`src/rtl/core/grain_crossfade_stretch_top_defines.svh`:
```
// Assertion macros shared by the grain crossfade stretch RTL.
`ifndef GRAIN_CROSSFADE_STRETCH_TOP_DEFINES_SVH
`define GRAIN_CROSSFADE_STRETCH_TOP_DEFINES_SVH
`ifndef SYNTHESIS
`define GCS_ASSERT_IMPLY(label, clk, rst_n, cond, expr) \
    label: assert property (@(posedge clk) disable iff (!(rst_n)) (cond) |-> (expr)) \
        else $error("assertion failed");
`define GCS_ASSERT_NEXT(label, clk, rst_n, cond, expr) \
    label: assert property (@(posedge clk) disable iff (!(rst_n)) (cond) |=> (expr)) \
        else $error("assertion failed");
`else
`define GCS_ASSERT_IMPLY(label, clk, rst_n, cond, expr)
`define GCS_ASSERT_NEXT(label, clk, rst_n, cond, expr)
`endif
`endif

```
`src/rtl/core/gcs_pkg.sv`:
```
// Shared constants and types for the grain crossfade stretch block.
package gcs_pkg;
    localparam int HALF_GRAIN = 256;
    localparam int SAMPLE_W   = 8;
    localparam int IDX_W      = $clog2(HALF_GRAIN);
    localparam int PHASE_W    = IDX_W + 1;
    localparam int LEN_W      = 24;
    localparam int FRAC_W     = IDX_W;
    localparam int PROD_W     = SAMPLE_W + 1 + IDX_W + 1;
    localparam int BIAS       = HALF_GRAIN / 2;

    typedef struct packed {
        logic [SAMPLE_W-1:0] sample;
        logic                past_end;
    } t_result;
endpackage

```
`src/rtl/core/gcs_tail_cell.sv`:
```
// One cell of the tail delay line: holds a sample, passes it on each shift.
module gcs_tail_cell
    import gcs_pkg::*;
(
    input  logic                i_clk,
    input  logic                i_shift,
    input  logic [SAMPLE_W-1:0] i_sample,
    output logic [SAMPLE_W-1:0] o_sample
);
    logic [SAMPLE_W-1:0] r_sample;

    always_ff @(posedge i_clk) begin
        if (i_shift) begin
            r_sample <= i_sample;
        end
    end

    assign o_sample = r_sample;
endmodule

```
`src/rtl/core/gcs_fade.sv`:
```
// Linear crossfade of the current sample against the stored tail sample.
module gcs_fade
    import gcs_pkg::*;
(
    input  logic [SAMPLE_W-1:0] i_prev,
    input  logic [SAMPLE_W-1:0] i_cur,
    input  logic [IDX_W-1:0]    i_idx,
    input  logic                i_blend,
    input  logic                i_past_end,
    output t_result             o_result
);
    logic signed [SAMPLE_W:0]   w_diff;
    logic signed [PROD_W-1:0]   w_prod;
    logic signed [PROD_W-1:0]   w_sum;
    logic signed [PROD_W-1:0]   w_quot;
    logic        [SAMPLE_W-1:0] w_faded;

    always_comb begin
        w_diff  = $signed({i_cur[SAMPLE_W-1], i_cur}) - $signed({i_prev[SAMPLE_W-1], i_prev});
        w_prod  = PROD_W'(w_diff) * PROD_W'($signed({1'b0, i_idx}));
        w_sum   = w_prod + PROD_W'(BIAS);
        w_quot  = w_sum >>> FRAC_W;
        // result lies between prev and cur, so the low bits are exact
        w_faded = i_prev + w_quot[SAMPLE_W-1:0];

        if (i_past_end) begin
            o_result.sample   = '0;
            o_result.past_end = 1'b1;
        end else begin
            o_result.sample   = i_blend ? w_faded : i_cur;
            o_result.past_end = 1'b0;
        end
    end
endmodule

```
`src/rtl/core/gcs_out_skid.sv`:
```
// Output register with a skid stage for the result stream.
`include "grain_crossfade_stretch_top_defines.svh"
module gcs_out_skid
    import gcs_pkg::*;
(
    input  logic    i_clk,
    input  logic    i_rst_n,
    input  logic    i_push,
    input  t_result i_result,
    output logic    o_ready,
    output logic    o_valid,
    output t_result o_result,
    input  logic    i_pop_ready
);
    logic    r_main_valid, n_main_valid;
    logic    r_skid_valid, n_skid_valid;
    t_result r_main, n_main;
    t_result r_skid, n_skid;
    logic    w_pop;

    assign w_pop    = r_main_valid & i_pop_ready;
    assign o_ready  = ~r_skid_valid;
    assign o_valid  = r_main_valid;
    assign o_result = r_main;

    always_comb begin
        n_main_valid = r_main_valid;
        n_skid_valid = r_skid_valid;
        n_main       = r_main;
        n_skid       = r_skid;
        if (i_push) begin
            if (!r_main_valid || w_pop) begin
                n_main       = i_result;
                n_main_valid = 1'b1;
            end else begin
                n_skid       = i_result;
                n_skid_valid = 1'b1;
            end
        end else if (w_pop) begin
            if (r_skid_valid) begin
                n_main       = r_skid;
                n_skid_valid = 1'b0;
            end else begin
                n_main_valid = 1'b0;
            end
        end
    end

    always_ff @(posedge i_clk) begin
        if (!i_rst_n) begin
            r_main_valid <= 1'b0;
            r_skid_valid <= 1'b0;
        end else begin
            r_main_valid <= n_main_valid;
            r_skid_valid <= n_skid_valid;
        end
        r_main <= n_main;
        r_skid <= n_skid;
    end

    `GCS_ASSERT_IMPLY(a_skid_needs_main, i_clk, i_rst_n, r_skid_valid, r_main_valid)
    `GCS_ASSERT_NEXT(a_stall_fills_skid, i_clk, i_rst_n, i_push && r_main_valid && !i_pop_ready, r_skid_valid)
    `GCS_ASSERT_NEXT(a_drain_empties, i_clk, i_rst_n, w_pop && !i_push && !r_skid_valid, !r_main_valid)
    `GCS_ASSERT_IMPLY(a_no_push_when_full, i_clk, i_rst_n, r_skid_valid, !i_push)
endmodule

```
`src/rtl/core/grain_crossfade_stretch_top.sv`:
```
// Top level of the grain crossfade stretch block.
// Usage:
//   Input stream s_axis_*: one signed 8-bit grain sample per transaction,
//   512 samples per grain. Samples in the first half of a grain each give
//   one result transaction on m_axis_*; second-half samples give none and
//   refill the 256-sample tail delay line.
//   m_axis_tdata carries the crossfaded sample, m_axis_tuser the past-end
//   flag (sample forced to zero once total_length samples have gone out).
//   total_length is written through i_cfg_we / i_cfg_wdata while idle.
//   Throughput: one sample per cycle while s_axis_tready is high. Each result
//   takes one multiply, then enters the output register (or the skid stage).
//   The tail store is a chain of 256 cells shifted on every accepted sample.
//   When the receiver stalls, one result lands in a skid stage and
//   s_axis_tready drops until the stage drains; no transaction is lost.
//   Reset (synchronous, active low) clears the grain phase, the grain flag,
//   the output position and sets total_length to 1. The tail cells need
//   no clearing: they are filled before the first read.
`include "grain_crossfade_stretch_top_defines.svh"
module grain_crossfade_stretch_top
    import gcs_pkg::*;
(
    input  logic                i_clk,
    input  logic                i_rst_n,
    input  logic                s_axis_tvalid,
    output logic                s_axis_tready,
    input  logic [7:0]          s_axis_tdata,   // [7:0] grain_sample
    output logic                m_axis_tvalid,
    input  logic                m_axis_tready,
    output logic [7:0]          m_axis_tdata,   // [7:0] out_sample
    output logic                m_axis_tuser,   // [0] past_end
    input  logic                i_cfg_we,
    input  logic [LEN_W-1:0]    i_cfg_wdata     // total_length
);
    logic [PHASE_W-1:0]  r_phase, n_phase;
    logic                r_grain_seen, n_grain_seen;
    logic [LEN_W-1:0]    r_out_pos, n_out_pos;
    logic [LEN_W-1:0]    r_total_len;

    logic                w_accept;
    logic                w_first_half;
    logic                w_past_end;
    logic                w_ready;
    logic [SAMPLE_W-1:0] w_tap [0:HALF_GRAIN];
    t_result             w_result;
    t_result             w_out;

    assign s_axis_tready = w_ready;
    assign w_accept      = s_axis_tvalid & w_ready;
    assign w_first_half  = ~r_phase[PHASE_W-1];
    assign w_past_end    = (r_out_pos >= r_total_len);

    assign w_tap[HALF_GRAIN] = s_axis_tdata;

    genvar k;
    generate
        for (k = 0; k < HALF_GRAIN; k++) begin : g_tail
            gcs_tail_cell u_cell (
                .i_clk    (i_clk),
                .i_shift  (w_accept),
                .i_sample (w_tap[k+1]),
                .o_sample (w_tap[k])
            );
        end
    endgenerate

    gcs_fade u_fade (
        .i_prev     (w_tap[0]),
        .i_cur      (s_axis_tdata),
        .i_idx      (r_phase[IDX_W-1:0]),
        .i_blend    (r_grain_seen),
        .i_past_end (w_past_end),
        .o_result   (w_result)
    );

    gcs_out_skid u_skid (
        .i_clk       (i_clk),
        .i_rst_n     (i_rst_n),
        .i_push      (w_accept & w_first_half),
        .i_result    (w_result),
        .o_ready     (w_ready),
        .o_valid     (m_axis_tvalid),
        .o_result    (w_out),
        .i_pop_ready (m_axis_tready)
    );

    assign m_axis_tdata = w_out.sample;
    assign m_axis_tuser = w_out.past_end;

    always_comb begin
        n_phase      = r_phase;
        n_grain_seen = r_grain_seen;
        n_out_pos    = r_out_pos;
        if (w_accept) begin
            if (r_phase == PHASE_W'(2 * HALF_GRAIN - 1)) begin
                n_phase      = '0;
                n_grain_seen = 1'b1;
            end else begin
                n_phase = r_phase + 1'b1;
            end
            if (w_first_half && !w_past_end) begin
                n_out_pos = r_out_pos + 1'b1;
            end
        end
    end

    always_ff @(posedge i_clk) begin
        if (!i_rst_n) begin
            r_phase      <= '0;
            r_grain_seen <= 1'b0;
            r_out_pos    <= '0;
            r_total_len  <= LEN_W'(1);
        end else begin
            r_phase      <= n_phase;
            r_grain_seen <= n_grain_seen;
            r_out_pos    <= n_out_pos;
            if (i_cfg_we) begin
                r_total_len <= i_cfg_wdata;
            end
        end
    end

    `GCS_ASSERT_NEXT(a_phase_wrap, i_clk, i_rst_n, w_accept && r_phase == PHASE_W'(2 * HALF_GRAIN - 1), r_phase == '0 && r_grain_seen)
    `GCS_ASSERT_NEXT(a_pos_hold_second_half, i_clk, i_rst_n, !w_first_half, r_out_pos == $past(r_out_pos))
    `GCS_ASSERT_IMPLY(a_past_end_zero, i_clk, i_rst_n, m_axis_tvalid && m_axis_tuser, m_axis_tdata == '0)
endmodule

```
`config.mk`:
```
export PLATFORM = sky130hd
export DESIGN_NAME = grain_crossfade_stretch_top
export DESIGN_NICKNAME = d
export VERILOG_FILES = /design/src/rtl/core/gcs_pkg.sv /design/src/rtl/core/gcs_tail_cell.sv /design/src/rtl/core/gcs_fade.sv /design/src/rtl/core/gcs_out_skid.sv /design/src/rtl/core/grain_crossfade_stretch_top.sv
export VERILOG_INCLUDE_DIRS = /design/src /design/src/rtl/core
export SDC_FILE = /design/constraint.sdc
export NUM_CORES = 1
export LEC_CHECK = 0
export BUFFER_PORTS_ARGS = -buffer_cell sky130_fd_sc_hd__buf_2
export CAP_MARGIN = 25
export CORE_ASPECT_RATIO = 0.8
export CORE_MARGIN = 4
export CORE_UTILIZATION = 55
export CTS_CLUSTER_DIAMETER = 150
export CTS_CLUSTER_SIZE = 20
export DETAILED_ROUTE_END_ITERATION = 6
export GPL_TIMING_DRIVEN = 0
export PLACE_DENSITY = 0.71
export SLEW_MARGIN = 30
export SYNTH_ARGS = -nofsm -noshare
export SYNTH_HDL_FRONTEND = slang
export SYNTH_SLANG_ARGS = --single-unit
```
`constraint.sdc`:
```
create_clock -name i_clk -period 239.7 [get_ports i_clk]
set_input_delay 71.91 -clock i_clk [delete_from_list [all_inputs] [get_ports i_clk]]
set_output_delay 71.91 -clock i_clk [all_outputs]
set_load 0.01 [all_outputs]
```
* Yosys cells after proc, flatten, opt, wreduce, memory -nomap -nowiden *
Index checks and enable logic that the tools add are counted.

operators by class
  $lt $le $gt $ge = 1
  reduce and logical (&&, ||, !) cells = 12
  $add $sub $neg = 5
  muxes and demuxes = 14
  multipliers = 1
  bitwise operators = 6
  equality and inequality tests = 4

operators by type and width
  kind                     number
  $mux W9                  6
  $add A24 B1 Y24 const B  1
  $ge A24 B24 Y1           1
  $add A16 B9 Y16 const B  1
  $mul A9 B9 Y16           1
  $add A9 B1 Y9 const B    1
  $eq A9 B9 Y1 const B     1
  $sub A8 B8 Y9            1
  $add A8 B8 Y8            1
  $mux W8                  1
  $reduce_and A2 Y1        4
  $mux W1                  7
  $reduce_and A3 Y1        2
  $ne A2 B2 Y1 const B     2
  $reduce_bool A2 Y1       2
  $and A1 B1 Y1            3
  $not A1 Y1               3
  $logic_not A1 Y1         2
  $ne A2 B1 Y1 const B     1
  $logic_and A1 B1 Y1      1
  $logic_or A1 B1 Y1       1

word-level totals
  logic and storage cells = 309
  output and inout bits = 11
  register bits after elaboration = 2126
  bits of input ports = 37

* Logic depth before layout (Yosys ltp) *
Gate-level depths: netlist of run 1.

  depth in word-level cells = 8
  gate-level depth with buffers = 34
  gate-level depth less buffers = 34

* Hierarchy *
From an unflattened synthesis of run 1, not the netlist that was laid out.

unflattened totals
  cell total of the unflattened synthesis = 2809
  area total of the unflattened synthesis = 68475.7 µm²

by module, submodules not included
  module                       seq. area each (µm²)  area an instance (µm²)  times used  cells each
  gcs_tail_cell                240.2                 240.2                   256         8
  gcs_fade                     0.0                   3136.8                  1           362
  grain_crossfade_stretch_top  1161.1                3055.4                  1           358
  gcs_out_skid                 580.6                 784.5                   1           41

* Least setup slack after synthesis of run 1 *
No wires, ideal clock.

  path kind = input-to-reg
  from = input port s_axis_tvalid
  to = register r_phase[5]
  arrival = 136858 ps
  setup slack = 102755 ps
  stages = 5
  required time = 239612 ps
  cells stage by stage = nor2b_1 > buf_1 > nand3_1 > or3_1 > a21oi_1

on the way
  longest elaborated chain between the ends = 1

ends and longest elaborated chain
  item                                line                                text
  start: declaration                  grain_crossfade_stretch_top.sv:24   input logic s_axis_tvalid,
  $and A1 B1 Y1                       grain_crossfade_stretch_top.sv:48   assign w_accept = s_axis_tvalid & w_ready;
  named net g_tail[0].u_cell.i_shift  gcs_tail_cell.sv:6                  input logic i_shift,
  end signal: assignment              grain_crossfade_stretch_top.sv:113  r_phase <= n_phase;
  end: declaration                    grain_crossfade_stretch_top.sv:34   logic [PHASE_W-1:0] r_phase, n_phase;

The timed path passes the listed nets, and every way through them passes these cells.
A chain may end at the register's enable or synchronous reset.

==> results list, run 1 <==
- Detailed router's first-iteration violation count: 2556
* Depth of the most critical reg-to-reg path: 31
- In this run the worst hold path is classified as reg -> reg.
* Root buffer selected by CTS: sky130_fd_sc_hd__clkbuf_16
- Routed vias/inst: 5.19
- For this run, the leading register cell type out of synthesis is sky130_fd_sc_hd__edfxtp_1.
- In this run the count of I/O pins placed on the die edge is 48.
- At the later pin of the worst-skew pair, clock insertion delay measures between 0.7 and 0.8 ns.
- H-Tree Level Count: 3
* Sequential fraction of the synthesis area: about 92%
* Placement Rows: around 120
- Worst path buffer plus inverter count: 5
* Fraction of final layout cells sized beyond drive strength 1: under 10%
- The final layout contains routed wiring with a total length of between 90 and 100 mm.
* Count of flip-flops with a built-in enable after synthesis: between 2000 and 2500
- Final Hold Fails: 0
* First-pass GRT wire length: roughly 150 mm
- Die W: 403 um
- The smallest clock period supported by the final layout is computed as between 70 and 80 ns.
- Kind of cell adding the most delay to the critical path: adder cells
* Total via count in the routed design: around 25000
- Area enclosed by the die boundary: between 0.1 and 0.15 mm^2
* Post-synth top area share: about nine tenths
- Std-Cell Core Area: approximately 0.12 mm^2
- Number of clock buffers inserted by TritonCTS: 116
- In this run the tool buffered the top-level ports with 46 buffer cells.
- Dividing the detail-routed wire length by the instance count gives 19.1 um.
- Crit path arrival time: approximately 80 ns
- In the routed design, unresolved DRC markers number 0.
* Required time worst endpoint: 240.20 ns
- Period utilization: 33.3%
* Worst setup SP type: primary input
- Post-CTS clock slew at the launch and capture registers of the worst setup and hold paths: ~0.080 ns
- Cell type with the highest aggregate area in the netlist: sky130_fd_sc_hd__edfxtp_1
- The pre-antenna-repair detailed-routing pass consisted of 5 iterations.
* Kind of end point of the critical path: register
- By startpoint and endpoint, the worst setup path is classified as in -> reg.
- Top post-synthesis cells by area: sky130_fd_sc_hd__edfxtp_1 (90%), sky130_fd_sc_hd__dfxtp_1 (1.8%), sky130_fd_sc_hd__fa_1 (1.6%), sky130_fd_sc_hd__ha_1 (1.4%), sky130_fd_sc_hd__mux2i_1 (0.58%)
* Status: completed
- Layout overhead on the synthesized area: 10.3%
- Fill cell count: 8158
- Reported leakage power: around 26 nW
- In this run the register-to-register setup slack is between 200 and 250 ns.
- Once detailed placement completed, the half-perimeter wirelength came to slightly below 50 mm.
* Gate count of the mapped netlist: around 2800
- Synthesis instantiated 50 different standard cells from the library.
* Total negative slack: 0 ns
* DP Worst Slack: ~160 ns
- Setup crit end: u_skid.o_result[8]
- Number of resized instances in the post-cts repair step: 0
- Starting density of the core: 55.6%
- Final Net Count: ~3200
* Number of failing setup endpoints in the final timing report: 0
- Clock tree from TritonCTS: built
- Dividing total power by cell area gives a power density of between 8 and 9 mW/mm^2.
* Maximum clock frequency: approximately 13 MHz
* Maximum number of pins on one net before global-route repair: 38
* Post-Synthesis Net Count: ~3000
* Logic depth of the worst setup path including buffers: 33
* Syn Area/Cell: between 20 and 25 um^2
* Proportion of synthesized flip-flops having asynchronous set or reset: 0%
- Hold-fix buffers, CTS: 0
- The longest clock path from root to sink contains 3 buffers.
* Number of buffers inserted by post-CTS setup repair: 0
- Origin of the critical flop-to-flop path: g_tail[0].u_cell.o_sample[0]
* Antenna violations before repair: 5
- The congestion estimate from routability-driven global placement came to 0.791.
- Summing every instance area after synthesis gives between 0.06 and 0.07 mm^2.
- Timing startpoint of the critical path: s_axis_tdata[0]
* Grt total ovfl: 0
* Y dimension of the die: roughly 320 um
- The largest single stage delay on the critical path is 0.73 ns.
* Count of pins over their slew limit: 0
* Headroom to the max-slew limit: around a third
* Overall Global Routing Usage: between 10 and 15%
- Sinks on the clock net: between 2000 and 2500
* Count of antenna-violating nets left after detailed routing: 0
- Final setup skew: approximately 0.024 ns
- Peak ir drop on the vdd network: a little under 0.006 mV
- At the pin with the least slew margin, the transition time is approximately 1.0 ns.
- Worst-path maximum fanout: 8
- The number of global-route vias before repair is 24586.
* RSZ-0062 raised after global routing: false
- # Max-Cap Violations: 0
- Slowest cell on the critical path: sky130_fd_sc_hd__xnor2_1
- Synth Warn #: 0
- Post-route setup slack: between 150 and 200 ns
* Capture instance of the worst register-to-register path: u_skid.o_result[8]
- The synthesized design contains roughly 2100 register bits.
- In this design, the critical path's most frequently occurring cell is sky130_fd_sc_hd__fa_1.
==> through the flow <==
step	instances	util [%]	area [um^2]	power [mW]	hold WS, ns
floorplan	2820	-	68600	0.525	0.400
global route	4759	61.3	75700	0.700	0.413
global placement	4504	57.4	70900	0.545	0.408
detailed placement	4571	58.6	72300	0.479	0.405
finish	4761	61.3	75700	0.669	0.407
CTS	4759	61.3	75600	0.679	0.406
==> metal layers <==
layer / track usage (%) / vias up / wire [um] / share of wire (%)
li1: - / 11356 / - / -
met5: 0 / - / 0 / 0
met1: 24.9 / 12732 / 49000 / 54
met3: 2.69 / 146 / 3730 / 4.1
met4: 3.55 / 0 / 1780 / 2.0
met2: 18.5 / 468 / 36700 / 40
==> state kept, by name, indices dropped and copies added, names as in the netlist <==
signal and count:
r_total_len 24, g_tail.u_cell.o_sample 2048, r_grain_seen 1, u_skid.o_result 9
u_skid.r_skid_valid 1, u_skid.o_valid 1, r_out_pos 24, u_skid.r_skid 9
r_phase 9
==> cells in the final DEF, fill, tap and decap left out, types with 4 or more instances in the layout <==
master                         n
sky130_fd_sc_hd__nand2_1      79
sky130_fd_sc_hd__nor4_1        4
sky130_fd_sc_hd__clkbuf_16   118
sky130_fd_sc_hd__nand4_1       6
sky130_fd_sc_hd__inv_1        89
sky130_fd_sc_hd__edfxtp_1   2066
sky130_fd_sc_hd__buf_2        49
sky130_fd_sc_hd__a21oi_1      22
sky130_fd_sc_hd__o41ai_1       4
sky130_fd_sc_hd__and3_1        4
sky130_fd_sc_hd__o21ai_0      14
sky130_fd_sc_hd__nand3_1      13
sky130_fd_sc_hd__nor3_1       10
sky130_fd_sc_hd__ha_1         79
sky130_fd_sc_hd__clkbuf_1     86
sky130_fd_sc_hd__and2_1       26
sky130_fd_sc_hd__a21o_1        7
sky130_fd_sc_hd__buf_12       54
sky130_fd_sc_hd__o31ai_1      11
sky130_fd_sc_hd__nor2_1       31
sky130_fd_sc_hd__buf_16       13
sky130_fd_sc_hd__dfxtp_1      60
sky130_fd_sc_hd__xor2_1       16
sky130_fd_sc_hd__o21bai_1      4
sky130_fd_sc_hd__fa_1         55
sky130_fd_sc_hd__or4_1         6
sky130_fd_sc_hd__nor2b_1      39
sky130_fd_sc_hd__nand2b_1     31
sky130_fd_sc_hd__o211ai_1      7
sky130_fd_sc_hd__mux2_2        7
sky130_fd_sc_hd__xnor2_1      22
sky130_fd_sc_hd__o21a_1        5
sky130_fd_sc_hd__mux2i_1      40
==> synth_stat cells, types with 2 or more instances <==
| cell type | number |
|---|---|
| sky130_fd_sc_hd__nor3b_1 | 3 |
| sky130_fd_sc_hd__ha_1 | 79 |
| sky130_fd_sc_hd__edfxtp_1 | 2066 |
| sky130_fd_sc_hd__o311ai_0 | 3 |
| sky130_fd_sc_hd__nand4_1 | 6 |
| sky130_fd_sc_hd__mux2i_1 | 40 |
| sky130_fd_sc_hd__nor2b_1 | 39 |
| sky130_fd_sc_hd__inv_1 | 89 |
| sky130_fd_sc_hd__or3_1 | 2 |
| sky130_fd_sc_hd__nand3_1 | 13 |
| sky130_fd_sc_hd__mux2_2 | 7 |
| sky130_fd_sc_hd__fa_1 | 55 |
| sky130_fd_sc_hd__nor4_1 | 4 |
| sky130_fd_sc_hd__and2_1 | 26 |
| sky130_fd_sc_hd__a21oi_1 | 23 |
| sky130_fd_sc_hd__nor2_1 | 32 |
| sky130_fd_sc_hd__o21a_1 | 5 |
| sky130_fd_sc_hd__nand2_1 | 79 |
| sky130_fd_sc_hd__or4_1 | 6 |
| sky130_fd_sc_hd__nand2b_1 | 31 |
| sky130_fd_sc_hd__o31ai_1 | 11 |
| sky130_fd_sc_hd__a211oi_1 | 3 |
| sky130_fd_sc_hd__o21bai_1 | 4 |
| sky130_fd_sc_hd__nor3_1 | 10 |
| sky130_fd_sc_hd__o21ai_0 | 14 |
| sky130_fd_sc_hd__xor2_1 | 17 |
| sky130_fd_sc_hd__clkbuf_1 | 25 |
| sky130_fd_sc_hd__and4_1 | 2 |
| sky130_fd_sc_hd__buf_1 | 2 |
| sky130_fd_sc_hd__buf_2 | 2 |
| sky130_fd_sc_hd__xnor2_1 | 25 |
| sky130_fd_sc_hd__dfxtp_1 | 60 |
| sky130_fd_sc_hd__o41ai_1 | 4 |
| sky130_fd_sc_hd__o211ai_1 | 7 |
| sky130_fd_sc_hd__a21o_1 | 7 |
| sky130_fd_sc_hd__o21ai_1 | 2 |
| sky130_fd_sc_hd__and3_1 | 4 |
==> kinds of logic after synthesis <==
kind of cell	Yosys count	synth area share [%]
compound gates	91	0.874
simple gates	261	1.99
xor+xnor	43	0.569
fa+ha+maj	134	3.05
buf+inv	118	0.649
mux	47	0.698
flops	2126	92.2
==> worst min path at each step <==
stage | from | endpoint | cells after the start | slack (ns)
global placement | g_tail[33].u_cell.o_sample[3] | g_tail[32].u_cell.o_sample[3] | 0 | 0.41
finish | g_tail[209].u_cell.o_sample[1] | g_tail[208].u_cell.o_sample[1] | 0 | 0.41
CTS | g_tail[108].u_cell.o_sample[2] | g_tail[107].u_cell.o_sample[2] | 0 | 0.41
detailed placement | g_tail[11].u_cell.o_sample[4] | g_tail[10].u_cell.o_sample[4] | 0 | 0.40
floorplan | g_tail[1].u_cell.o_sample[0] | g_tail[0].u_cell.o_sample[0] | 0 | 0.40
global route | g_tail[123].u_cell.o_sample[1] | g_tail[122].u_cell.o_sample[1] | 0 | 0.41
==> layout make-up <==
cell class	count	area [um^2]	share of cell area [%]
Multi-Input combinational cell	576	4960	6.55
Timing Repair Buffer	113	1670	2.21
Sequential cell	2126	63200	83.6
Tap cell	1638	2050	2.71
Antenna cell	2	5.00	0.00661
Clock buffer	181	3190	4.21
Buffer	29	115	0.152
Clock inverter	7	123	0.162
Inverter	89	334	0.441
==> where the power goes <==
group          internal (mW)  switching (mW)  total, mW
clock                 0.0919           0.106      0.198
sequential             0.440         0.00812      0.448
combinational        0.00745          0.0161     0.0235
(Power assumes the default switching activity.)
==> run 2, diff against run 1 <==
- PLACE_DENSITY: 0.71 -> 0.73
- clock period: 239.7 -> 66.4 ns (I/O delays scaled with it)
==> run 2 against run 1 <==
Compared with the run above: clock skew grew 0.0039 ns; sequential share of layout area up 1.2 points; combinational power rose to 3.1 times the previous value; via count down 2.0%; clock power increased to 3.6 times the previous value; hold slack hardly changed; utilization down 0.86 points; global-route usage shrank 0.079 points; critical path depth grew 1; critical endpoint unchanged.
==> results list, run 2 (synthesized netlist as in run 1, its figures left out) <==
- Status: completed
* Most frequent cells in the layout: sky130_fd_sc_hd__edfxtp_1 (2066), sky130_fd_sc_hd__clkbuf_16 (118), sky130_fd_sc_hd__inv_1 (89)
- Number of input and output port buffers inserted: 46 (unchanged)
- Pin slew with the least headroom to its limit: 0.985 ns (-0.0391 ns)
* Start point of the worst min-delay path: g_tail[48].u_cell.o_sample[0]
* Number of flip-flops in the largest register: 2048 (unchanged)
- Crit path arrival time: 28.69 ns (-51.70 ns)
- The first-pass GRT wire length came to 143 mm (-1.6%).
* Maximum number of pins on one net before global-route repair: 163 (+330%)
- Maximum clock frequency: roughly 35 MHz
- The required time of the critical path came to 66.86 ns (-173.34 ns).
- Setup crit end: u_skid.o_result[8]
* Kind of end point of the critical path: register
* Number of failing setup endpoints in the final timing report: 0 (unchanged)
* Fill cell count: 8282 (+1.5%)
- The clock sink count was 2126 (unchanged).
* Total via count in the routed design: 24212 (-2.0%)
- Total negative slack: 0 ns (unchanged)
- The maximum clock skew at final layout is 0.0279 ns (+0.00386 ns).
* Overall Global Routing Usage: 14.2% (-0.079 points)
* Worst setup SP type: primary input
* Std-Cell Core Area: 0.123 mm^2 (unchanged)
- The cell count after placement was 4519 (-1.1%).
- Period utilization: about 43%
* Cell repeated most along the worst path: sky130_fd_sc_hd__fa_1
* Worst path buffer plus inverter count: 5 (unchanged)
- The number of hold violations in the final report was 0 (unchanged).
* Capture instance of the worst register-to-register path: u_skid.o_result[8]
- The library cell used most frequently in the layout, excluding fill and tap cells, is sky130_fd_sc_hd__edfxtp_1.
- Post-Layout Inst Area: 0.0746 mm^2 (-1.4%)
- The latest clock arrival within the worst-skew pair came to 0.76 ns (about the same).
- CTS max path bufs: 3 (unchanged)
- From synthesis to final layout, the design area changed by 8.77%.
* Clock tree from TritonCTS: built
- Ports placed on the boundary: 48 (unchanged)
- The worst setup path is of the in -> reg kind.
* Count of pins over their slew limit: 0 (unchanged)
- The sum of net half-perimeters after detailed placement came to 46.5 mm (-6.6%).
- The total iterations of the first detailed-routing run was 5 (unchanged).
- Logic depth of the worst setup path including buffers: 34 (+3.0%)
- Routability congestion estimate: 0.801 (+1.3%)
* Non-filler instance count after layout: 4686 (-1.6%)
- Wire per inst: 19.3 um (+1.0%)
- The total overflow reported by the global router came to 0 (unchanged).
- Setup slack of the most critical reg-to-reg path: 57.18 ns (-173.49 ns)
* Hold-fix buffers, CTS: 0 (unchanged)
* Vias in the first global route: 24033 (-2.2%)
- The headroom to the max-slew limit is 33.9% (+2.1 points).
- Final routed DRC violation total: 0 (unchanged)
- Delay of the slowest cell on the worst path: 0.57 ns (-0.16 ns)
- Timing startpoint of the critical path: s_axis_tdata[0]
- Number of resized instances in the post-cts repair step: 0 (unchanged)
- Slowest cell on the critical path: sky130_fd_sc_hd__o41ai_2
- The share of final-layout standard cells stronger than drive strength 1 is 6.70% (-1.6 points).
- The count of cells along the worst register-to-register path came to 32 (+3.2%).
- Minimum clock period: roughly 28 ns
- The total setup buffers inserted after CTS was 0 (unchanged).
* Placed cell areas: 0.0713 mm^2 (-1.4%)
* Reported leakage power: 25.2 nW (-1.9%)
- The worst ir drop on vdd is 0.0204 mV (+250%).
- The clock buffer count from CTS came to 116 (unchanged).
- The number of nets in the final layout is 3170 (-1.6%).
- The min-delay analysis places its worst path in the category reg -> reg.
- The power consumption came to 2.40 mW (+260%).
- In this design, the largest share of critical-path delay is due to adder cells.
- Routed vias/inst: 5.17 (-0.41%)
- The horizontal die dimension was 403 um (unchanged).
* Starting density of the core: 55.6% (unchanged)
- Count of antenna-violating nets left after detailed routing: 0 (unchanged)
- In this run the clock root is driven by a sky130_fd_sc_hd__clkbuf_16.
- H-Tree Level Count: 3 (unchanged)
* # Max-Cap Violations: 0 (unchanged)
- RSZ-0062 raised after global routing: false
- The vertical die dimension is 324 um (unchanged).
- The number of antenna violations at the first check in global routing came to 8 (+3).
* Origin of the critical flop-to-flop path: g_tail[0].u_cell.o_sample[2]
- The die footprint is 0.130 mm^2 (unchanged).
- Placement Rows: 115 (unchanged)
- Wire length after detailed routing: 90.6 mm (-0.57%)
* Worst-path maximum fanout: 8 (unchanged)
- The areal power density over the cells was 32.2 mW/mm^2 (+260%).
- Detailed router's first-iteration violation count: 2167 (-15%)
* Post-CTS clock slew at the launch and capture registers of the worst setup and hold paths: 0.09 ns (about the same)
## run 2: cell types whose count changed in the layout (fill, tap and decap cells not counted), moves of 3 or more
cell	previous run	this run
sky130_fd_sc_hd__buf_16	13	16
sky130_fd_sc_hd__clkbuf_1	86	64
sky130_fd_sc_hd__buf_12	54	0
sky130_fd_sc_hd__clkinv_16	1	4
sky130_fd_sc_hd__clkinv_8	3	0
## run 2: per-layer routing
metal	vias to the layer above	track usage, %	wire, um
li1	11226	-	-
met1	12407	24.4	47500
met2	450	18.4	36500
met3	129	3.10	4830
met4	0	3.52	1770
met5	-	0	0
## run 2: layout make-up
class,instances,area [um^2],area share (%)
clock buffer,157,3100,4.15
timing repair buffer,61,643,0.862
buffer,29,135,0.181
sequential,2126,63200,84.7
clock inverter,6,156,0.210
antenna,4,10.0,0.0134
multi-input combinational,576,4960,6.64
inverter,89,334,0.448
tap,1638,2050,2.75
## run 2: how the worst min path moves through the flow
stage,end,slack (ns),cells after the start
floorplan,g_tail[0].u_cell.o_sample[0],0.40,0
global placement,g_tail[131].u_cell.o_sample[0],0.40,0
detailed placement,g_tail[112].u_cell.o_sample[0],0.40,0
CTS,g_tail[53].u_cell.o_sample[5],0.41,0
global route,g_tail[92].u_cell.o_sample[0],0.41,0
finish,g_tail[47].u_cell.o_sample[0],0.41,0
## run 2: power by group
group | switching [mW] | total, mW | internal [mW]
registers | 0.0307 | 1.62 | 1.59
logic | 0.0550 | 0.0733 | 0.0182
clock network | 0.384 | 0.712 | 0.327
total | 0.470 | 2.40 | 1.93
## run 2: per-stage QoR
| step | utilization [%] | hold WS [ns] | setup WS, ns |
|---|---|---|---|
| after floorplan | - | 0.400 | 15.16 |
| after CTS | 60.4 | 0.408 | 37.86 |
| after global placement | 57.4 | 0.403 | 7.47 |
| after global routing | 60.4 | 0.414 | 37.48 |
| final | 60.4 | 0.407 | 38.17 |
| after detailed placement | 57.8 | 0.405 | 37.10 |
